===== src/rtl/csm_pkg.sv =====
// csm_pkg: shared types and constants of the sparse matrix-vector unit
// no dependencies; imported by csm_front, csm_back and the top level
`timescale 1ns / 1ps

package csm_pkg;

    // operation codes of an input transaction
    localparam logic OP_LOAD   = 1'b0;
    localparam logic OP_MATRIX = 1'b1;

    // fixed field widths
    localparam int INDEX_W = 10;
    localparam int VALUE_W = 32;
    localparam int SUM_W   = 64;
    localparam int ROW_W   = 16;
    localparam int COUNT_W = 11;

    // wide index used for range checks against the store depth
    localparam int WIDE_W = 17;

    // defaults and reset values
    localparam int                 MAX_COLUMNS_DEFAULT = 1024;
    localparam logic [COUNT_W-1:0] COLUMN_COUNT_RESET  = 11'd1024;

    // depth of the queue between front and back, and of the result queue
    localparam int QUEUE_DEPTH  = 4;
    localparam int QCOUNT_W     = $clog2(QUEUE_DEPTH + 1);
    localparam int RESULT_DEPTH = 2;

    // classified matrix item handed from front to back
    typedef struct packed {
        logic [VALUE_W-1:0] value;
        logic [VALUE_W-1:0] vec;
        logic               mac;
        logic               err;
        logic               row_end;
    } csm_item_t;

    // finished row
    typedef struct packed {
        logic [SUM_W-1:0] row_sum;
        logic [ROW_W-1:0] row_index;
        logic             error;
    } csm_result_t;

endpackage


===== src/rtl/csm_back.sv =====
// csm_back: multiply, saturating accumulate and row completion
// depends on csm_pkg
`timescale 1ns / 1ps

module csm_back
    import csm_pkg::*;
(
    input  logic        clk,
    input  logic        rst_n,
    input  logic        q_empty,
    input  csm_item_t   q_item,
    output logic        q_pop,
    input  logic        o_full,
    output logic        o_push,
    output csm_result_t o_result
);

    logic             en;

    logic             p_valid_reg;
    logic [SUM_W-1:0] p_prod_reg;
    logic             p_err_reg;
    logic             p_row_end_reg;

    logic signed [SUM_W-1:0] prod;

    logic [SUM_W-1:0] acc_reg, acc_next;
    logic             err_reg, err_next;
    logic [ROW_W-1:0] row_cnt_reg, row_cnt_next;
    logic [SUM_W-1:0] sum;
    logic [SUM_W-1:0] sat_sum;
    logic             ovf;

    // whole pipeline advances while the result queue has room
    assign en    = !o_full;
    assign q_pop = en && !q_empty;

    // exact signed 32x32 product at full width
    assign prod = $signed(q_item.value) * $signed(q_item.vec);

    // product stage
    always_ff @(posedge clk or negedge rst_n)
    begin
        if (!rst_n)
        begin
            p_valid_reg <= 1'b0;
        end
        else if (en)
        begin
            p_valid_reg <= !q_empty;
        end
    end

    always_ff @(posedge clk)
    begin
        if (q_pop)
        begin
            p_prod_reg    <= q_item.mac ? prod : '0;
            p_err_reg     <= q_item.err;
            p_row_end_reg <= q_item.row_end;
        end
    end

    // saturating add
    always_comb
    begin
        sum     = acc_reg + p_prod_reg;
        ovf     = (acc_reg[SUM_W-1] == p_prod_reg[SUM_W-1])
                  && (sum[SUM_W-1] != acc_reg[SUM_W-1]);
        sat_sum = sum;
        if (ovf)
        begin
            sat_sum = acc_reg[SUM_W-1] ? {1'b1, {(SUM_W-1){1'b0}}}
                                       : {1'b0, {(SUM_W-1){1'b1}}};
        end
    end

    // accumulate stage and row completion
    assign o_push             = en && p_valid_reg && p_row_end_reg;
    assign o_result.row_sum   = sat_sum;
    assign o_result.row_index = row_cnt_reg;
    assign o_result.error     = err_reg || p_err_reg;

    always_comb
    begin
        acc_next     = acc_reg;
        err_next     = err_reg;
        row_cnt_next = row_cnt_reg;
        if (en && p_valid_reg)
        begin
            if (p_row_end_reg)
            begin
                acc_next     = '0;
                err_next     = 1'b0;
                row_cnt_next = row_cnt_reg + 1'b1;
            end
            else
            begin
                acc_next = sat_sum;
                err_next = err_reg || p_err_reg;
            end
        end
    end

    always_ff @(posedge clk or negedge rst_n)
    begin
        if (!rst_n)
        begin
            acc_reg     <= '0;
            err_reg     <= 1'b0;
            row_cnt_reg <= '0;
        end
        else
        begin
            acc_reg     <= acc_next;
            err_reg     <= err_next;
            row_cnt_reg <= row_cnt_next;
        end
    end

    // a finished row restarts from a clean sum and flag
    a_row_clears: assert property (@(posedge clk) disable iff (!rst_n)
        o_push |=> (acc_reg == '0) && !err_reg)
        else $error("row state not cleared after completion");

    // row number steps by one per finished row
    a_row_count: assert property (@(posedge clk) disable iff (!rst_n)
        o_push |=> (row_cnt_reg == $past(row_cnt_reg) + 1'b1))
        else $error("row counter did not advance");

    // row number moves only on a finished row
    a_row_hold: assert property (@(posedge clk) disable iff (!rst_n)
        !o_push |=> $stable(row_cnt_reg))
        else $error("row counter moved without a finished row");

endmodule


===== config.mk =====
export PLATFORM = sky130hd
export DESIGN_NAME = csm_back
export DESIGN_NICKNAME = d
export VERILOG_FILES = /design/src/rtl/csm_pkg.sv /design/src/rtl/csm_back.sv
export SDC_FILE = /design/constraint.sdc
export NUM_CORES = 2
export LEC_CHECK = 0
export BUFFER_PORTS_ARGS = -buffer_cell sky130_fd_sc_hd__clkbuf_2
export CORE_MARGIN = 4
export CORE_UTILIZATION = 56
export CTS_CLUSTER_SIZE = 40
export DETAILED_ROUTE_END_ITERATION = 8
export GPL_ROUTABILITY_DRIVEN = 0
export GPL_TIMING_DRIVEN = 1
export PLACE_DENSITY = 0.7
export SLEW_MARGIN = 10
export SYNTH_ARGS = -nofsm -noshare
export SYNTH_HDL_FRONTEND = slang
export SYNTH_SLANG_ARGS = --single-unit

===== constraint.sdc =====
create_clock -name clk -period 10.66 [get_ports clk]
set_input_delay 1.599 -clock clk [delete_from_list [all_inputs] [get_ports clk]]
set_output_delay 1.599 -clock clk [all_outputs]
set_load 0.1 [all_outputs]

==> key figures <==
Die
  – Core region area: 82000 um^2
  – Die area: 87200 um^2
  – Io pins: 154
  – Die height: 295 um
  – Initial Utilization: 56.4%
  – Die Width: 295 um
  – Row count: 105

Worst setup path
  – R2R Path Start: acc_reg[8]$_DFFE_PN0P_
  – Reg2Reg Depth: 10
  – Setup crit start kind: input port
  – FF-to-FF setup slack: 6400 ps
  – Critical Path AT: 10130 ps
  – Critical path data required time: 10850 ps
  – CP Capture Type: flip-flop
  – CP Cell Sequence: clkbuf_2, and2_1, fa_1, fa_1, inv_1, fa_1, fa_1, inv_1, fa_1, fa_1, fa_1, inv_1, fa_1, inv_1, ha_1, nand4_1, or4_1, or3_1, nor3_1, nor4_1, o31ai_2, a21boi_0, mux2i_1, a311o_1
  – CP max-delay cell: fa_1
  – Cell mode on critical path: fa_1
  – Worst setup path class: in2reg
  – Top delay family on crit path: adder cells
  – Critical path buffers and inverters: 5
  – Worst stage delay on the critical path: 580 ps
  – Crit-path max FO: 32
  – FF-to-FF End: acc_reg[25]$_DFFE_PN0P_

Detailed routing
  – Vias per cell: 5.69
  – Number of iterations in the first detailed-routing pass: 5
  – Final WL: 128000 um
  – DRT iter0 DRCs: 2483
  – WL/cell: 20.9 um
  – Antenna Nets Post-Route: 0
  – Routed vias: 34.8k
  – # DRC: 0

Place
  – Post-detail-place hpwl: 105000 um
  – DP Area: 47900 um^2
  – Worst slack at placement: 371 ps
  – Port buffer count: 153

Synthesis
  – Post-Synth Simple-Gate Area: 17.1%
  – Multiplexer share of the synthesized area: 0.219%
  – Post-synth ARST share: 55.4%
  – Combinational family with the most area after synthesis: adder cells
  – Sequential area share after synthesis: 8.73%
  – Synth area leader: fa_1
  – Synth Register Bits: 148
  – Synth Instances: 5053
  – Compound-gate portion of the synthesized area: 7.78%
  – Yosys Warn Count: 0
  – Synth top area cells: fa_1 47%, inv_1 8.1%, and2_1 7.2%, ha_1 6.7%, nand2_1 5.2%
  – Synth unique cells: 74
  – Mean Syn Cell Area: 9.14 um^2
  – Commonest cells in the netlist: 1083 x fa_1, 998 x inv_1, 642 x nand2_1, 532 x and2_1, 263 x clkbuf_1
  – Top-area cell type share of the netlist area: 46.9%
  – Mapped Nets: 6455
  – Post-synth EDFFs: 66
  – Synth Area in Adders: 53.7%
  – Post-Syn Area: 46200 um^2
  – XOR/XNOR share of the synthesized area: 2.20%
  – Most used DFF post-synth: dfrtp_1
  – Count leader, synth: fa_1

Cells and area
  – Area growth, synth to finish: 4.95%
  – Final net count: 6430
  – Cell area after layout: 48500 um^2
  – Share of cells above drive strength 1: 5.65%

Job
  – Max-cap check violation count: 0

GRT
  – Grt ovf: 0
  – Vias in the first global route: 37.5k
  – Tot GR Track Use: 30.6%
  – First-pass GRT wire length: 208000 um
  – Antenna violations before repair: 1
  – Largest net degree at the start of global routing: 72

Timing
  – Final setup violating endpoints: 0
  – Final min period: 9940 ps
  – F_max: 101 MHz
  – Fin crit share: 93.3%
  – RSZ-0062 raised after global routing: no
  – Worst slew margin: 34.4%
  – Setup total negative slack: 0 ps
  – Final worst slack: 718 ps
  – Skew final: 10.1 ps
  – Final Hold Viols: 0
  – Hold_ws: 471 ps
  – Slew Viols, Final: 0
  – Slew @ Worst Pin: 983 ps

Worst hold path
  – Hold_sp: row_cnt_reg[15]$_DFFE_PN0P_
  – Hold crit path type: reg2reg
  – Min-Delay Path Depth: 1
  – Sink of the worst hold path: row_cnt_reg[15]$_DFFE_PN0P_

Clock tree
  – Clock sinks: 148
  – CTS tree: yes
  – Clock slew at reported path FFs: 70 ps
  – CTS root buf: clkbuf_16
  – PostCTS Resize Cnt: 0
  – Clock tree buffer depth: 2
  – CTS Buf Count: 17
  – Clock Latency Late Sink: 440 ps
  – H-tree depth: 4
  – Post-CTS Setup Bufs: 0
  – Hold Buf Count CTS: 0

Status
  – Run status: completed
area by class of cell:
| type | instances | area, um^2 |
|---|---|---|
| well taps | 1070 | 1340 |
| repair buffers | 227 | 1360 |
| inverters | 998 | 3750 |
| fillers | 7222 | 33500 |
| diodes | 3 | 7.51 |
| flip-flops and latches | 148 | 4030 |
| multi-input cells | 3636 | 37400 |
| clock inverters | 15 | 180 |
| clock buffers | 17 | 425 |
per-layer routing:
| metal | routed length [um] | GRT usage (%) | part of all wire, % | vias up |
|---|---|---|---|---|
| li1 | - | - | - | 15200 |
| met1 | 51900 | 41.3 | 41 | 17900 |
| met2 | 61700 | 51.5 | 48 | 1424 |
| met3 | 9940 | 5.13 | 7.8 | 231 |
| met4 | 4150 | 9.50 | 3.3 | 0 |
| met5 | 0 | 0 | 0 | - |
cells by family after synthesis:
kind of cell,Yosys count
AND/OR/NAND/NOR,1613
adder cells (fa/ha/maj),1332
buffers and inverters,1269
multiplexers,10
XOR/XNOR,116
AO/OA/AOI/OAI,565
flip-flops,148
cells in the final DEF, fill, tap and decap left out, types with 57 or more instances in the layout:
cell type / Yosys / layout
a21o_1: 57 / 57
a21oi_1: 160 / 160
and2_1: 532 / 531
buf_4: 3 / 72
clkbuf_2: 0 / 152
dfrtp_1: 82 / 82
edfxtp_1: 66 / 66
fa_1: 1083 / 1083
ha_1: 248 / 248
inv_1: 998 / 998
nand2_1: 642 / 641
nor2_1: 226 / 225
o21ai_0: 134 / 134
xnor2_1: 80 / 80
through the flow:
stage	instances	util (%)
after floorplan	5053	-
after global placement	6079	58.4
after detailed placement	6079	58.4
after CTS	6111	59.1
after global routing	6111	59.1
final	6114	59.2
worst max-delay path by stage:
stage	from	end	cells after the start
after floorplan	q_item[66]	p_prod_reg[58]$_SDFFCE_PN0P_	27
after global placement	q_item[52]	p_prod_reg[47]$_SDFFCE_PN0P_	24
after detailed placement	q_item[52]	p_prod_reg[47]$_SDFFCE_PN0P_	24
after CTS	q_item[52]	p_prod_reg[47]$_SDFFCE_PN0P_	24
after global routing	q_item[52]	p_prod_reg[47]$_SDFFCE_PN0P_	24
final	q_item[52]	p_prod_reg[47]$_SDFFCE_PN0P_	24
worst reg2reg max path: stages, from the launching register on:
cell      delay (ps)
dfrtp_1          430
ha_1             360
and3_1           210
a221oi_1         370
o22ai_1          210
o211ai_1         360
a211oi_1         250
o21bai_1         410
and2_1           750
o21ai_0          490
a22o_1           320
Power is left out: the tool's default activity adds up to more than one toggle a clock period on the data nets, which glitch-free logic cannot reach.
