[config.mk]
export PLATFORM = sky130hd
export DESIGN_NAME = csm_queue
export DESIGN_NICKNAME = d
export VERILOG_FILES = /design/src/rtl/csm_queue.sv
export SDC_FILE = /design/constraint.sdc
export NUM_CORES = 1
export LEC_CHECK = 0
export BUFFER_PORTS_ARGS = -buffer_cell sky130_fd_sc_hd__buf_2
export CAP_MARGIN = 5
export CORE_MARGIN = 5
export CORE_UTILIZATION = 49
export DETAILED_ROUTE_END_ITERATION = 10
export PLACE_DENSITY = 0.73
export SETUP_SLACK_MARGIN = 0.15
export SLEW_MARGIN = 15
export SYNTH_ARGS = -nofsm -noshare
export SYNTH_HDL_FRONTEND = slang
export SYNTH_SLANG_ARGS = --single-unit
[constraint.sdc]
create_clock -name clk -period 2.1 [get_ports clk]
set_clock_uncertainty 0.15 [all_clocks]
set_input_delay 0.21 -clock clk [delete_from_list [all_inputs] [get_ports clk]]
set_output_delay 0.21 -clock clk [all_outputs]
set_load 0.02 [all_outputs]
[src/rtl/csm_queue.sv]
// csm_queue: small flop-based first-in first-out queue
// no dependencies; used between front and back and for finished rows
`timescale 1ns / 1ps

module csm_queue #(
    parameter int WIDTH = 8,
    parameter int DEPTH = 4
) (
    input  logic                       clk,
    input  logic                       rst_n,
    input  logic                       push,
    input  logic [WIDTH-1:0]           din,
    output logic                       full,
    input  logic                       pop,
    output logic [WIDTH-1:0]           dout,
    output logic                       empty,
    output logic [$clog2(DEPTH+1)-1:0] count
);

    localparam int PW = (DEPTH > 1) ? $clog2(DEPTH) : 1;
    localparam int CW = $clog2(DEPTH + 1);

    logic [WIDTH-1:0] slot_reg [DEPTH];
    logic [PW-1:0]    wptr_reg, wptr_next;
    logic [PW-1:0]    rptr_reg, rptr_next;
    logic [CW-1:0]    count_reg, count_next;
    logic             do_push, do_pop;

    assign full    = (count_reg == CW'(DEPTH));
    assign empty   = (count_reg == '0);
    assign count   = count_reg;
    assign dout    = slot_reg[rptr_reg];
    assign do_push = push && !full;
    assign do_pop  = pop && !empty;

    // pointer and count update
    always_comb
    begin
        wptr_next  = wptr_reg;
        rptr_next  = rptr_reg;
        count_next = count_reg;
        if (do_push)
        begin
            wptr_next = (wptr_reg == PW'(DEPTH - 1)) ? '0 : wptr_reg + 1'b1;
        end
        if (do_pop)
        begin
            rptr_next = (rptr_reg == PW'(DEPTH - 1)) ? '0 : rptr_reg + 1'b1;
        end
        if (do_push && !do_pop)
        begin
            count_next = count_reg + 1'b1;
        end
        else if (do_pop && !do_push)
        begin
            count_next = count_reg - 1'b1;
        end
    end

    always_ff @(posedge clk or negedge rst_n)
    begin
        if (!rst_n)
        begin
            wptr_reg  <= '0;
            rptr_reg  <= '0;
            count_reg <= '0;
        end
        else
        begin
            wptr_reg  <= wptr_next;
            rptr_reg  <= rptr_next;
            count_reg <= count_next;
        end
    end

    // storage slots
    always_ff @(posedge clk)
    begin
        if (do_push)
        begin
            slot_reg[wptr_reg] <= din;
        end
    end

endmodule

==> impl_metrics.toml, run 1 <==
[worst_setup_path]
rrSetupSlack_ns = 0.12
cp.required_ns = 2.19
critical_path_class = "reg2reg"
end_kind = "register"
cp-start-kind = "register"
worst_ep_arrival_time_ns = 2.06
worstPathMaxFanout = 3

[sta]
setup-violations-final = 0
rsz0062_at_grt = "true"
slew_viol_final = 0
whs_ns = 0.108
slew_headroom_pct = 69.6
max_freq_mhz = 506
worst_pin_slew_ns = 0.456
period_needed_ns = 1.98
hold_viol_final = 0
period_share_pct = 94.1
layout_setup_ws_ns = 0.123

[floorplan]
dieArea_sq_mm = 0.00456
io_pins = 25
fp.dieH_microns = 67.5
coreArea_sq_mm = 0.00310
rows = 20
initial_core_util_pct = 52.2
die_w_microns = 67.5

[yosys]
avgSynthCellArea_sq_um = 20.5
ys_types = 19
synth_area_leader_cell = "edfxtp_1"
synth_top_area_share_pct = 59.3
synthCells = 79
synth_nets = 98
ys_ff_latch = 39
synthTopCellsByArea = "edfxtp_1, mux4_2, dfrtp_1"
synthesis.area_sq_mm = 0.00162
yosys_warnings = 0
ys_seq_area_share_pct = 70.1

[grt]
grt-ovfl-total = 0
antenna_found_initial = 0
grt_pass1_vias = 952
grt_pass1_wl_microns = 4690
track_usage_pct = 15.3
grt_start_max_net_pins = 14

[detailed_routing]
dr.first_iter.drc_count = 32
drc_errors = 0
wire_per_inst_microns = 16.3
drt-total-wl_microns = 2850
via_count = 863
vias_per_cell = 4.93
firstDrtPassIters = 4
ant_nets = 0

[clock_tree]
clk_path_buf_depth = 2
clk_pin_slew_ns = 0.10
cts_tree = "yes"
cts_max_level = 2
cts_root_buf = "clkbuf_4"
cts_buffers = 5
clkSinkCount = 39
clk_latency_ns = 0.34

[job]
drv_cap = 0

[finish]
largest_reg_flops = 32
final_common_cell = "edfxtp_1"
syn2layout_area_growth_pct = 34.0
nets = 148
drive_gt1_share_pct = 56.2
layout_common_cells = "edfxtp_1, buf_2, buf_4"
fillCellCount = 213

[power_and_ir_drop]
irDropWorstVdd_mv = 0.772
power.switching_uw = 1030
pwr-share-seq_pct = 37.6
clkPwrFrac_pct = 18.9
p_leak_uw = 0.000839
powerDensity_mw_per_mm2 = 1490
p_int_uw = 2210
comb_power_share_pct = 43.6
p_sw_share_pct = 31.7

[placement]
gp_congestion = 0.688
dp_slack_ns = 0.0781
portBuffers = 24
dp_hpwl_microns = 1710

[min_path]
hold_class = "in2async"

[status]
status = "completed"
area by class of cell:
class / count / area (sq um) / area share, %
Multi-Input combinational cell: 34 / 479 / 22.1
Timing Repair Buffer: 46 / 374 / 17.2
Inverter: 3 / 11.3 / 0.519
Antenna cell: 1 / 2.50 / 0.115
Clock buffer: 5 / 37.5 / 1.73
Clock inverter: 3 / 67.6 / 3.11
Sequential cell: 39 / 1140 / 52.7
Tap cell: 44 / 55.1 / 2.54
final timing paths:
path / startpoint / to / cells after the start
setup / recovery: count[1] / count[1] / 6
hold / removal: rst_n / rptr_reg[0] / 2
setup reg to reg: count[1] / count[1] / 6
hold reg to reg: count[2] / count[2] / 1
max in group asynchronous: rst_n / rptr_reg[0] / 2
min in group clk: pop / count[0] / 4
power by group through the flow:
stage | registers (uW) | logic [uW] | clock network (uW)
after floorplan | 1210 | 784 | 0
after global placement | 1270 | 979 | 0
after detailed placement | 1290 | 1010 | 0
after CTS | 1220 | 1250 | 624
after global routing | 1240 | 1530 | 659
final | 1220 | 1410 | 610
cell families after synthesis:
family,count (synthesis),share of synthesized area (%)
and+or+nand+nor,11,5.41
muxes,13,15.1
buffers and inverters,6,1.93
xor gates and xnor gates,3,1.62
DFF,39,70.1
adders and majority gates,7,5.87
through the flow:
stage	total power (uW)	util [%]	TNS, ns	cell area, sq um	instances
floorplan	2000	-	-0.111	1650	79
global placement	2250	58.3	0	1810	145
detailed placement	2290	58.3	0	1810	145
CTS	3090	67.8	0	2100	172
global route	3420	69.9	0	2170	174
finish	3240	70.0	0	2170	175
worst max-delay path, cell delays in order (launching register included):
cell and delay, ns:
dfrtp_2 0.46, nor3b_4 0.23, nor2b_2 0.09, ha_4 0.16, inv_2 0.06, fa_2 0.44, mux2_2 0.27
per-layer routing:
metal | vias up | global-route usage (%) | wire [microns]
met5 | - | 0 | 0
met4 | 0 | 7.09 | 71
met3 | 9 | 5.49 | 127
met2 | 16 | 25.0 | 1480
met1 | 432 | 17.9 | 1170
li1 | 406 | - | -
repair_timing:
item / CTS / global route
setup endpoints to repair: 10 / 10
pin swaps: 5 / 1
endpoints found under the hold margin: 39 / 0
hold buffers: 9 / 0
resized for setup: 5 / 16
setup buffers: 10 / 2
cell usage after synthesis:
master and number:
edfxtp_1 32, mux4_2 8, dfrtp_1 7, ha_1 6, and2_2 4, inv_1 3
mux2_2 3, nor2_1 3, mux2_4 2, xor2_1 2, buf_1 1, buf_2 1
buf_6 1, fa_1 1, nand2b_4 1, nor2b_2 1, nor3_1 1, nor3b_4 1
xnor2_1 1
No activity file was read; power rests on OpenSTA's default activity.
==> run 2, diff against run 1 <==
--- a/config.mk
+++ b/config.mk
@@ -10,7 +10,7 @@
 export CORE_MARGIN = 5
 export CORE_UTILIZATION = 49
 export DETAILED_ROUTE_END_ITERATION = 10
-export PLACE_DENSITY = 0.73
+export PLACE_DENSITY = 0.7
 export SETUP_SLACK_MARGIN = 0.15
 export SLEW_MARGIN = 15
 export SYNTH_ARGS = -nofsm -noshare
==> run 2 against run 1 <==
  * Clock power decreased by 42%
  * Sequential power about the same
  * Combinational power about the same
  * Global-route usage about the same
  * Routed wire length increased by 5.5%
  * Fmax decreased by 3.1%
  * Die area unchanged
  * Critical path type unchanged
  * Sequential share of layout area increased by 1.4 points
  * Critical path depth increased by 2
  * Utilization decreased by 1.7 points
  * Sequential cell count unchanged
==> impl_metrics.toml, run 2 (synthesis results as in run 1) <==
[status]
status = "completed"

[finish]
diodes = 0
largest_reg_flops = 32
final_cells = 175
syn2layout_area_growth_pct = 30.7
fin_area_sq_mm = 0.00212
nets = 149
layout_common_cells = "edfxtp_1, buf_2, buf_6, buf_4, dlygate4sd3_1"
final_common_cell = "edfxtp_1"
drive_gt1_share_pct = 55.7

[worst_setup_path]
critPathMostFrequentCell = "xor2_1"
cp.required_ns = 2.21
max_stage_delay_ns = 0.47
end_kind = "register"
r2r_end = "count[2]"
timing.rr.start = "count[1]"
worstPathCellList = "nor3_4, nand2b_4, ha_4, inv_2, fa_2, xor2_1, nor2_1, xor2_1"
cp_num_buf_inv = 1
cpMaxStageDelayCell = "dfrtp_2"
worstPathMaxFanout = 4
critPathTopFamily = "simple AND/OR/NAND/NOR gates"
critical_path_class = "reg2reg"
cp-start-kind = "register"
r2r.worst_path.cells = 8
rrSetupSlack_ns = 0.06
worst_ep_arrival_time_ns = 2.15

[floorplan]
coreArea_sq_mm = 0.00310
initial_core_util_pct = 52.2
fp.dieH_microns = 67.5
io_pins = 25
rows = 20
dieArea_sq_mm = 0.00456
die_w_microns = 67.5

[detailed_routing]
drc_errors = 0
vias_per_cell = 4.91
wire_per_inst_microns = 17.2
drt-total-wl_microns = 3000
via_count = 859
dr.first_iter.drc_count = 29
ant_nets = 0
firstDrtPassIters = 4

[sta]
hold_viol_final = 0
max_freq_mhz = 490
setup-violations-final = 0
worst_pin_slew_ns = 0.261
period_needed_ns = 2.04
rsz0062_at_grt = "true"
slew_viol_final = 0
whs_ns = 0.0656
setup_tns_ns = 0
period_share_pct = 97.1
slew_headroom_pct = 82.6

[placement]
dp_hpwl_microns = 1810
dp.cells = 145
portBuffers = 24
place_area_sq_mm = 0.00181
gp_congestion = 0.720

[power_and_ir_drop]
irDropWorstVdd_mv = 0.737
powerDensity_mw_per_mm2 = 1420
p_leak_uw = 0.000818

[grt]
grt-ovfl-total = 0
track_usage_pct = 15.3
grt_pass1_wl_microns = 4690
antenna_found_initial = 0
grt_start_max_net_pins = 12
grt_pass1_vias = 942

[clock_tree]
clkSinkCount = 39
cts_max_level = 2
clk_latency_ns = 0.33
clk_path_buf_depth = 2
clk_pin_slew_ns = 0.10
cts_root_buf = "clkbuf_4"
cts_tree = "yes"
cts_buffers = 5

[min_path]
hold_class = "in2async"

[job]
drv_cap = 0
-- run 2: changes by cell type in the layout (fill, tap and decap cells not counted), sizes merged --
| cell | before | now |
|---|---|---|
| clkinv | 0 | 1 |
| clkinvlp | 1 | 0 |
| clkbuf | 5 | 7 |
| diode | 1 | 0 |
| buf | 37 | 38 |
| bufinv | 2 | 0 |
-- run 2: area by class of cell --
type / count / area, sq um
Clock inverter: 1 / 5.00
Multi-Input combinational cell: 34 / 479
Inverter: 3 / 11.3
Tap cell: 44 / 55.1
Fill cell: 232 / 986
Clock buffer: 7 / 45.0
Sequential cell: 39 / 1140
Timing Repair Buffer: 47 / 377
-- run 2: worst max path at each step --
stage                     slack, ns       end  cells after the start   startpoint
after CTS                      0.14   dout[2]                      3  rptr_reg[0]
final                          0.06  count[2]                      8     count[1]
after detailed placement       0.07  count[2]                      8     count[1]
after floorplan               -0.07  count[1]                      7     count[0]
after global placement         0.13  count[2]                      8     count[1]
after global routing          0.009  count[2]                      8     count[2]
-- run 2: power by group --
part | switching (uW) | internal (uW) | total (uW)
registers | 164 | 1060 | 1230
clock network | 224 | 131 | 354
logic | 636 | 782 | 1420
total | 1020 | 1970 | 3000
-- run 2: metal layers --
layer | share of wire [%] | up-vias | GRT usage (%)
li1 | - | 401 | -
met1 | 40 | 430 | 18.3
met2 | 54 | 22 | 24.2
met3 | 4.7 | 6 | 4.16
met4 | 1.8 | 0 | 9.87
met5 | 0 | - | 0
-- run 2: repair_timing --
item / 4_1_cts / 5_1_grt
pin swaps: 4 / 3
endpoints found under the setup margin: 10 / 10
hold endpoints to repair: 39 / 0
buffers inserted: 9 / 4
hold buffers: 9 / 0
resized for setup: 4 / 20
-- run 2: per-stage QoR --
step | setup WS (ns) | total power (uW) | util [%]
5_1_grt | 0.00920 | 3160 | 68.2
3_5_place_dp | 0.0733 | 2300 | 58.3
6_report | 0.0607 | 3000 | 68.2
4_1_cts | 0.136 | 2790 | 65.2
3_3_place_gp | 0.128 | 2250 | 58.3
2_1_floorplan | -0.0651 | 2000 | -
==> run 3, diff against run 2 <==
--- a/config.mk
+++ b/config.mk
@@ -7,11 +7,12 @@
 export LEC_CHECK = 0
 export BUFFER_PORTS_ARGS = -buffer_cell sky130_fd_sc_hd__buf_2
 export CAP_MARGIN = 5
+export CORE_ASPECT_RATIO = 1.25
 export CORE_MARGIN = 5
 export CORE_UTILIZATION = 49
 export DETAILED_ROUTE_END_ITERATION = 10
 export PLACE_DENSITY = 0.7
-export SETUP_SLACK_MARGIN = 0.15
+export SETUP_SLACK_MARGIN = 0.2
 export SLEW_MARGIN = 15
 export SYNTH_ARGS = -nofsm -noshare
 export SYNTH_HDL_FRONTEND = slang
==> run 3 against run 2 <==
  * Setup slack better by 0.060 ns
  * Register-to-register slack better by 0.06 ns
  * Total power is 3.1% lower
  * Die area rose by 0.16%
  * Non-clock buffer count fell by 2
  * Cell count is 5.1% lower
  * Hold slack better by 0.069 ns
  * Sequential cell count unchanged
  * Fmax increased by 3.0%
  * Routed wire length shrank 8.1%
  * Utilization shrank 3.3 points
  * Combinational power fell by 13%
  * Largest cell class unchanged
  * Largest power group unchanged
  * Highest routed layer unchanged
==> impl_metrics.toml, run 3 (synthesis results as in run 1) <==
[worst_setup_path]
critical_path_class = "reg2reg"
cp-start-kind = "register"
end_kind = "register"
worstPathMaxFanout = 4
max_stage_delay_ns = 0.45
cp.required_ns = 2.12
worstPathCellList = "nor3b_4, nor2b_4, ha_4, inv_2, fa_2, mux2_4"
cp_num_buf_inv = 1
critPathTopFamily = "adder cells"
cpMaxStageDelayCell = "dfrtp_2"
worst_ep_arrival_time_ns = 2.00

[detailed_routing]
dr.first_iter.drc_count = 17
vias_per_cell = 5.19
drc_errors = 0
drt-total-wl_microns = 2760
firstDrtPassIters = 4
wire_per_inst_microns = 16.6
ant_nets = 0
via_count = 861

[finish]
nets = 147
syn2layout_area_growth_pct = 28.0
final_common_cell = "edfxtp_1"
largest_reg_flops = 32
layout_common_cells = "edfxtp_1, buf_2, buf_4"
diodes = 0
final_util_pct = 64.9
drive_gt1_share_pct = 55.0
fin_area_sq_mm = 0.00207

[clock_tree]
clk_path_buf_depth = 2
clkSinkCount = 39
clk_pin_slew_ns = 0.07
cts_tree = "yes"
clk_latency_ns = 0.28
cts_buffers = 5
cts_max_level = 2
cts_root_buf = "clkbuf_8"

[power_and_ir_drop]
powerDensity_mw_per_mm2 = 1400
irDropWorstVdd_mv = 1.19
power_uw = 2900
p_leak_uw = 0.000811

[placement]
dp_hpwl_microns = 1720
gp_congestion = 0.653
place_area_sq_mm = 0.00180
portBuffers = 24

[grt]
grt-ovfl-total = 0
use_met1_pct = 16.1
grt-busiest-layer = "met2"
antenna_found_initial = 0
track_usage_pct = 14.0
use_met3_pct = 5.73
grt_start_max_net_pins = 12
grt_pass1_vias = 918
use_met2_pct = 22.4
grt_pass1_wl_microns = 4420

[floorplan]
fp.dieH_microns = 74.3
dieArea_sq_mm = 0.00456
coreArea_sq_mm = 0.00319
rows = 23
io_pins = 25
die_w_microns = 61.4
initial_core_util_pct = 50.7

[sta]
slew_viol_final = 0
period_needed_ns = 1.98
period_share_pct = 94.2
hold_viol_final = 0
max_freq_mhz = 505
slew_headroom_pct = 83.6
worst_pin_slew_ns = 0.246
rsz0062_at_grt = "true"
setup-violations-final = 0

[status]
status = "completed"

[job]
drv_cap = 0

[min_path]
hold_class = "in2async"
## run 3: repair_timing
item                                    4_1_cts  5_1_grt
pin swaps                                     4        4
hold buffers                                  9        0
endpoints found under the hold margin        39        0
setup buffers                                 7        4
endpoints found under the setup margin       10       10
gates resized for setup                       3        5
## run 3: routing by layer
metal | share of wire (%) | vias to the layer above
li1 | - | 404
met2 | 51 | 29
met3 | 7.6 | 11
met4 | 2.9 | 0
met5 | 0 | -
met1 | 39 | 417
## run 3: worst paths after layout
check | start | endpoint | slack (ns) | cells after the start
min in group clk | pop | count[0] | 0.20 | 4
hold / removal | rst_n | wptr_reg[1] | 0.13 | 2
hold reg to reg | wptr_reg[1] | wptr_reg[1] | 0.44 | 1
setup / recovery | count[1] | count[1] | 0.12 | 6
max in group asynchronous | rst_n | rptr_reg[0] | 1.49 | 2
setup reg to reg | count[1] | count[1] | 0.12 | 6
## run 3: area by class of cell
class                           instances  area (sq um)
Multi-Input combinational cell         34           488
Clock buffer                            7          76.3
Clock inverter                          1          5.00
Sequential cell                        39          1140
Tap cell                               37          46.3
Fill cell                             224          1120
Timing Repair Buffer                   45           304
Inverter                                3          11.3
## run 3: through the flow
stage / setup WS [ns] / hold slack, ns / std cells / TNS, ns
finish: 0.121 / 0.134 / 166 / 0
detailed placement: 0.0867 / -0.0888 / 138 / 0
floorplan: -0.0651 / -0.236 / 79 / -0.111
global route: 0.0590 / 0.141 / 166 / 0
CTS: 0.138 / 0.130 / 162 / 0
global placement: 0.0843 / -0.101 / 138 / 0
## run 3: power by group
part / switching, uW / internal (uW) / total, uW
combinational: 591 / 636 / 1230
clock: 238 / 233 / 470
sequential: 147 / 1060 / 1210
total: 976 / 1930 / 2900
## run 3: worst reg2reg max path: stages, from the launching register on
cell     delay (ns)
dfrtp_2        0.45
nor3b_4        0.27
nor2b_4        0.08
ha_4           0.17
inv_2          0.05
fa_2           0.42
mux2_4         0.27
